### src/hdl/sbwm_pkg.sv
`timescale 1ns / 1ps
package sbwm_pkg;

  localparam int WORDS_PER_BLOCK = 16;
  localparam int WOFF_W          = $clog2(WORDS_PER_BLOCK);
  localparam int WOFF_LSB        = 2;
  localparam int TAG_LSB         = WOFF_LSB + WOFF_W;
  localparam int TAG_W           = 32 - TAG_LSB;

  typedef enum logic [1:0] {
    ST_OK         = 2'd0,
    ST_MISALIGNED = 2'd1,
    ST_FULL       = 2'd2
  } status_t;

  typedef enum logic {
    OP_READ  = 1'b0,
    OP_WRITE = 1'b1
  } op_t;

  typedef enum logic [1:0] {
    S_IDLE,
    S_READ,
    S_UPDATE
  } state_t;

  typedef struct packed {
    logic hit;
    logic free_ok;
  } lookup_t;

  typedef struct packed {
    logic alloc;
    logic release_slot;
  } slot_upd_t;

endpackage

### src/hdl/sbwm_tags.sv
`timescale 1ns / 1ps
module sbwm_tags #(
  parameter int BLOCK_SLOTS = 64,
  parameter int SLOT_W      = (BLOCK_SLOTS > 1) ? $clog2(BLOCK_SLOTS) : 1
) (
  input  logic                     clk,
  input  logic                     rst_n,
  input  logic [sbwm_pkg::TAG_W-1:0] lookup_tag,
  output sbwm_pkg::lookup_t        look,
  output logic [SLOT_W-1:0]        sel_slot,
  input  sbwm_pkg::slot_upd_t      upd,
  input  logic [SLOT_W-1:0]        upd_slot,
  input  logic [sbwm_pkg::TAG_W-1:0] upd_tag
);
  import sbwm_pkg::*;

  logic [BLOCK_SLOTS-1:0] valid_r;
  logic [TAG_W-1:0]       tag_r [BLOCK_SLOTS];
  logic [SLOT_W-1:0]      match_slot;
  logic [SLOT_W-1:0]      free_slot;

  // Tags of valid slots are unique, so the match index is a plain OR.
  always_comb begin
    look       = '0;
    match_slot = '0;
    free_slot  = '0;
    for (int s = 0; s < BLOCK_SLOTS; s++) begin
      if (valid_r[s] && (tag_r[s] == lookup_tag)) begin
        look.hit   = 1'b1;
        match_slot = match_slot | SLOT_W'(s);
      end
    end
    // lowest free slot wins
    for (int s = BLOCK_SLOTS - 1; s >= 0; s--) begin
      if (!valid_r[s]) begin
        look.free_ok = 1'b1;
        free_slot    = SLOT_W'(s);
      end
    end
  end

  assign sel_slot = look.hit ? match_slot : free_slot;

  always_ff @(posedge clk) begin
    if (!rst_n) begin
      valid_r <= '0;
    end else if (upd.alloc) begin
      valid_r[upd_slot] <= 1'b1;
    end else if (upd.release_slot) begin
      valid_r[upd_slot] <= 1'b0;
    end
  end

  always_ff @(posedge clk) begin
    if (upd.alloc) begin
      tag_r[upd_slot] <= upd_tag;
    end
  end

endmodule

### config.mk
export PLATFORM = sky130hd
export DESIGN_NAME = sbwm_tags
export DESIGN_NICKNAME = d
export VERILOG_FILES = /design/src/hdl/sbwm_pkg.sv /design/src/hdl/sbwm_tags.sv
export SDC_FILE = /design/constraint.sdc
export NUM_CORES = 2
export LEC_CHECK = 0
export ABC_CLOCK_PERIOD_IN_PS = 2650
export BUFFER_PORTS_ARGS = -buffer_cell sky130_fd_sc_hd__buf_4
export CORE_MARGIN = 2
export CORE_UTILIZATION = 40
export CTS_CLUSTER_DIAMETER = 150
export CTS_CLUSTER_SIZE = 8
export DETAILED_ROUTE_END_ITERATION = 8
export GPL_ROUTABILITY_DRIVEN = 0
export REMOVE_ABC_BUFFERS = 1
export SYNTH_ARGS = -nofsm -noshare
export SYNTH_HDL_FRONTEND = slang
export SYNTH_SLANG_ARGS = --single-unit
### constraint.sdc
create_clock -name clk -period 2.65 [get_ports clk]
set_clock_uncertainty 0.05 [all_clocks]
set_input_delay 0 -clock clk [delete_from_list [all_inputs] [get_ports clk]]
set_output_delay 0 -clock clk [all_outputs]
set_load 0.005 [all_outputs]
After elaboration in Yosys (flattened, before gate mapping)

Memory sizes are Yosys's and may differ from the RTL's.
Index checks and enable logic that the tools add are counted.
W data, S select, Z words.

Bitwise operators: 3
$lt $le $gt $ge: 2
Reduce and logical (&&, ||, !) cells: 65
Equal/unequal tests: 65
Multiplexer cells: 265

Operator list:

| kind                 | count |
|---|---|
| $eq A26 B26 Y1       | 64 |
| $mux W6              | 97 |
| $mux W64             | 5 |
| $mux W1              | 132 |
| $mux W5              | 16 |
| $logic_and A1 B1 Y1  | 65 |
| $and A64 B64 Y64     | 1 |
| $not A64 Y64         | 1 |
| $or A64 B64 Y64      | 1 |
| $mux W4              | 8 |
| $mux W3              | 4 |
| $lt A6 B7 Y1 const B | 1 |
| $demux W1 S6         | 1 |
| $ge A6 B1 Y1 const B | 1 |
| $mux W2              | 2 |
| $ne A3 B1 Y1 const B | 1 |

Register bits: 64
RAM bits: 1,664
Word-level logic and storage cells: 402
Memories: 1
Bits of input ports: 62
Output and inout port bits: 8

Memories:

| memory | depth | width | rd ports | clocked after Yosys merged registers in | write ports | RTL line        | text |
|---|---|---|---|---|---|---|---|
| tag_r  | 64    | 26    | 64       | 0                                       | 1           | sbwm_tags.sv:18 | `logic [TAG_W-1:0] tag_r [BLOCK_SLOTS];` |

Longest topological paths before layout

An unclocked memory read counts as a cell.

Depth after elaboration: 68
Mapped depth: 11
Depth with buffers taken out: 8

Least setup slack after synthesis

Ideal clock, no wire load.

Path kind: input port to flip-flop
Start point: input port upd_slot[0]
End point: memory tag_r[57][0] (netlist bit) (enable)
Library setup time: 0.410 ns
Cell stages on the path: 5
Arrival time: 2.181 ns
Path slack: 0.008 ns
Path buffers: 3
Required time: 2.190 ns
Path through: clkbuf_1 or3b_2 clkbuf_1 clkbuf_1 nor2_1

RTL lines:

| element            | RTL line        | text |
|---|---|---|
| start: declaration | sbwm_tags.sv:12 | `input logic [SLOT_W-1:0] upd_slot,` |
| end: declaration   | sbwm_tags.sv:18 |  |

Straight into the memory's write port.

==> reports/metrics.cfg <==
[status]
status=complete, but fails checks
violations=setup timing

[pwr]
switching_power_mw=14.5
pwr-share-clk_pct=44.3
vdd.ir_drop.worst_mv=0.763
power_leakage_nw=28.3
p_int_mw=48.0
pwr-share-seq_pct=48.3
cellPowerDensity_mw_per_mm2=697
swShare_pct=23.2
fin_total_pwr_mw=62.6
comb_power_share_pct=7.3

[layout]
top_regs=tag_r (1664)
finalNetCount=5411
area_delta_synth_final_pct=21.1
largest_reg_flops=1664
fin_area_mm2=0.0898
nFillCells=15700
top_register=tag_r
drive_gt1_share_pct=18.4
fin_util_pct=48.6

[die]
start_util_pct=40.1
row_count=158
die_w_um=435
coreArea_mm2=0.185
io_pins=70
die_area_mm2=0.189
die_h_um=435

[sta]
worst-slew-pin-transition_ps=1030
fin_tns_setup_ps=-7870
slew_viol_final=0
post-route-min-period_ps=4030
rsz0062_at_grt=yes
slew_headroom_pct=31.2
max_freq_ghz=0.248
hold_viol=0
period_share_pct=152
setup_viol=9
worst_slack_ps=-1380

[place]
hpwl_um=156000
post-place-ws_ps=-947
placed_area_mm2=0.0821
port_buffers=69

[global_route]
grt_pass1_wl_um=351000
grt_overflow_total=0
antenna_found_initial=29
grt_usage_pct=26.9
grt_max_degree=65
grt_pass1_vias=43300

[worst_setup_path]
cp_slowest_cell=o211ai_1
worstPathRequired_ps=2600
startpoint=tag_r[31][20]
crit_path_start_kind=flip-flop
reg2reg_depth=5
worstPathArrival_ps=3980
r2r_slack_ps=570
end_kind=primary output
worstPathMaxFanout=2
worstSetupPathType=reg2out
path_cells=xnor2_4 > nand4_1 > nor4_4 > a22oi_1 > buf_4 > nand4_1 > nor4_4 > and3_1 > o211ai_1 > buf_4 > buf_6
slowest_delay_ps=730
cp-endpoint=sel_slot[5]

[run]
cap_violations=0

[routing]
post-route-drc-count=0
first_pass_iters=5
antenna_left=0
drtIter0Drc=6154
wl_per_cell_um=31.9
routed-via-count=44700
vias_per_cell=5.61
drt_wl_total_um=255000

[logic_synthesis]
yosysTopAreaCell=edfxtp_1
yosys.area.top_type_share_pct=67.4
synth_ff_type=edfxtp_1
synth_edf_count=1664
syn-mean-instance-area_um2=16.0
yosysWarnings=0
synthDistinctLibCells=48
async_flop_share_pct=0
synth_area_leaders=edfxtp_1 67%, xnor2_1 15%, xor2_1 4.4%
netlist_instances=4646
synth-seq-area-share_pct=69.1
ys_top_cells_by_count=1664 x edfxtp_1, 1290 x xnor2_1, 379 x nand4_1
synthMostInstantiatedCell=edfxtp_1
syn_area_mm2=0.0741
synth-seq-cells=1728

[clock_network]
cts_buffers=233
path_clk_slew_ps=50
htreeDepth=4
clk_latency_ps=880
cts_buffer_depth=3
cts_sinks=1728
cts_root_buffer=clkbuf_16
cts_tree=built

[worst_hold_path]
min_path_type=in2reg

[how the worst min path moves through the flow]
| stage | startpoint | to | slack [ps] | depth (start not counted) |
|---|---|---|---|---|
| floorplan | upd_tag[0] | tag_r[0][0] | 50 | 0 |
| global placement | upd_tag[0] | tag_r[23][0] | 460 | 1 |
| detailed placement | upd_tag[0] | tag_r[23][0] | 460 | 1 |
| CTS | upd_tag[0] | tag_r[29][0] | 90 | 2 |
| global route | upd_tag[0] | tag_r[29][0] | 100 | 2 |
| finish | upd_tag[24] | tag_r[0][24] | 130 | 2 |
[power groups by stage]
stage	clock, mW	combinational [mW]	sequential [mW]
finish	27.7	4.59	30.2
global route	29.1	4.74	30.2
CTS	28.0	4.57	30.2
detailed placement	0	4.49	30.8
global placement	0	4.47	30.8
floorplan	0	1.34	30.8
[worst max-delay path, delay by kind of cell, from the launching register on]
family	cells	cell delay [ps]
compound gates	2	870
xor+xnor	1	280
buf+inv	3	530
flops	1	530
simple gates	5	870
[per-stage QoR]
stage	std cells	hold WS, ps
2_1_floorplan	4444	48.9
3_3_place_gp	7534	458
3_5_place_dp	7534	462
4_1_cts	7974	88.1
5_1_grt	7972	105
6_report	7975	125
[placed cells by master (no fill, tap or decap), types with 8 or more instances in the layout]
master,count
o21a_1,116
xor2_1,374
nor2_2,64
dlygate4sd3_1,44
buf_4,415
nor2_1,34
dfxtp_2,12
dfxtp_1,50
inv_1,14
clkbuf_1,131
nor4_2,11
a22oi_1,8
a21oi_1,13
edfxtp_1,1664
xnor2_1,1283
clkbuf_16,234
clkinv_16,9
nand2_1,64
nor3_1,68
buf_6,43
nand3_1,59
nor4_1,123
o21ai_0,18
buf_12,168
nand4_1,379
[layer usage]
metal | share of wire [%] | GRT usage, %
met4 | 3.2 | 8.39
met3 | 9.1 | 4.73
met1 | 41 | 37.3
met5 | 0.020 | 0
met2 | 47 | 43.1
[area by class of cell]
| type | instances | area [µm²] | area share (%) |
|---|---|---|---|
| clock buffers | 365 | 6350 | 7.07 |
| flip-flops and latches | 1728 | 51300 | 57.1 |
| multi-input cells | 2702 | 21300 | 23.7 |
| repair buffers | 670 | 7400 | 8.24 |
| well taps | 2480 | 3100 | 3.46 |
| clock inverters | 13 | 335 | 0.373 |
| inverters | 14 | 52.6 | 0.0585 |
| diodes | 3 | 7.51 | 0.00836 |
[repair_timing]
item | 4_1_cts | 5_1_grt
endpoints found under the setup margin | 8 | 9
pin swaps | 22 | 16
hold buffers | 44 | 0
setup buffers | 20 | 1
gates resized for setup | 79 | 10
endpoints found under the hold margin | 2083 | 0
[cells by family after synthesis]
family	Yosys count	synth area share, %
DFF	1728	69.1
xor gates and xnor gates	1664	19.7
and+or+nand+nor	850	6.53
buffers and inverters	216	2.85
AOI/OAI and AO/OA	187	1.82
muxes	1	0.0202
Note: power is estimated with default switching activity, not from simulation.
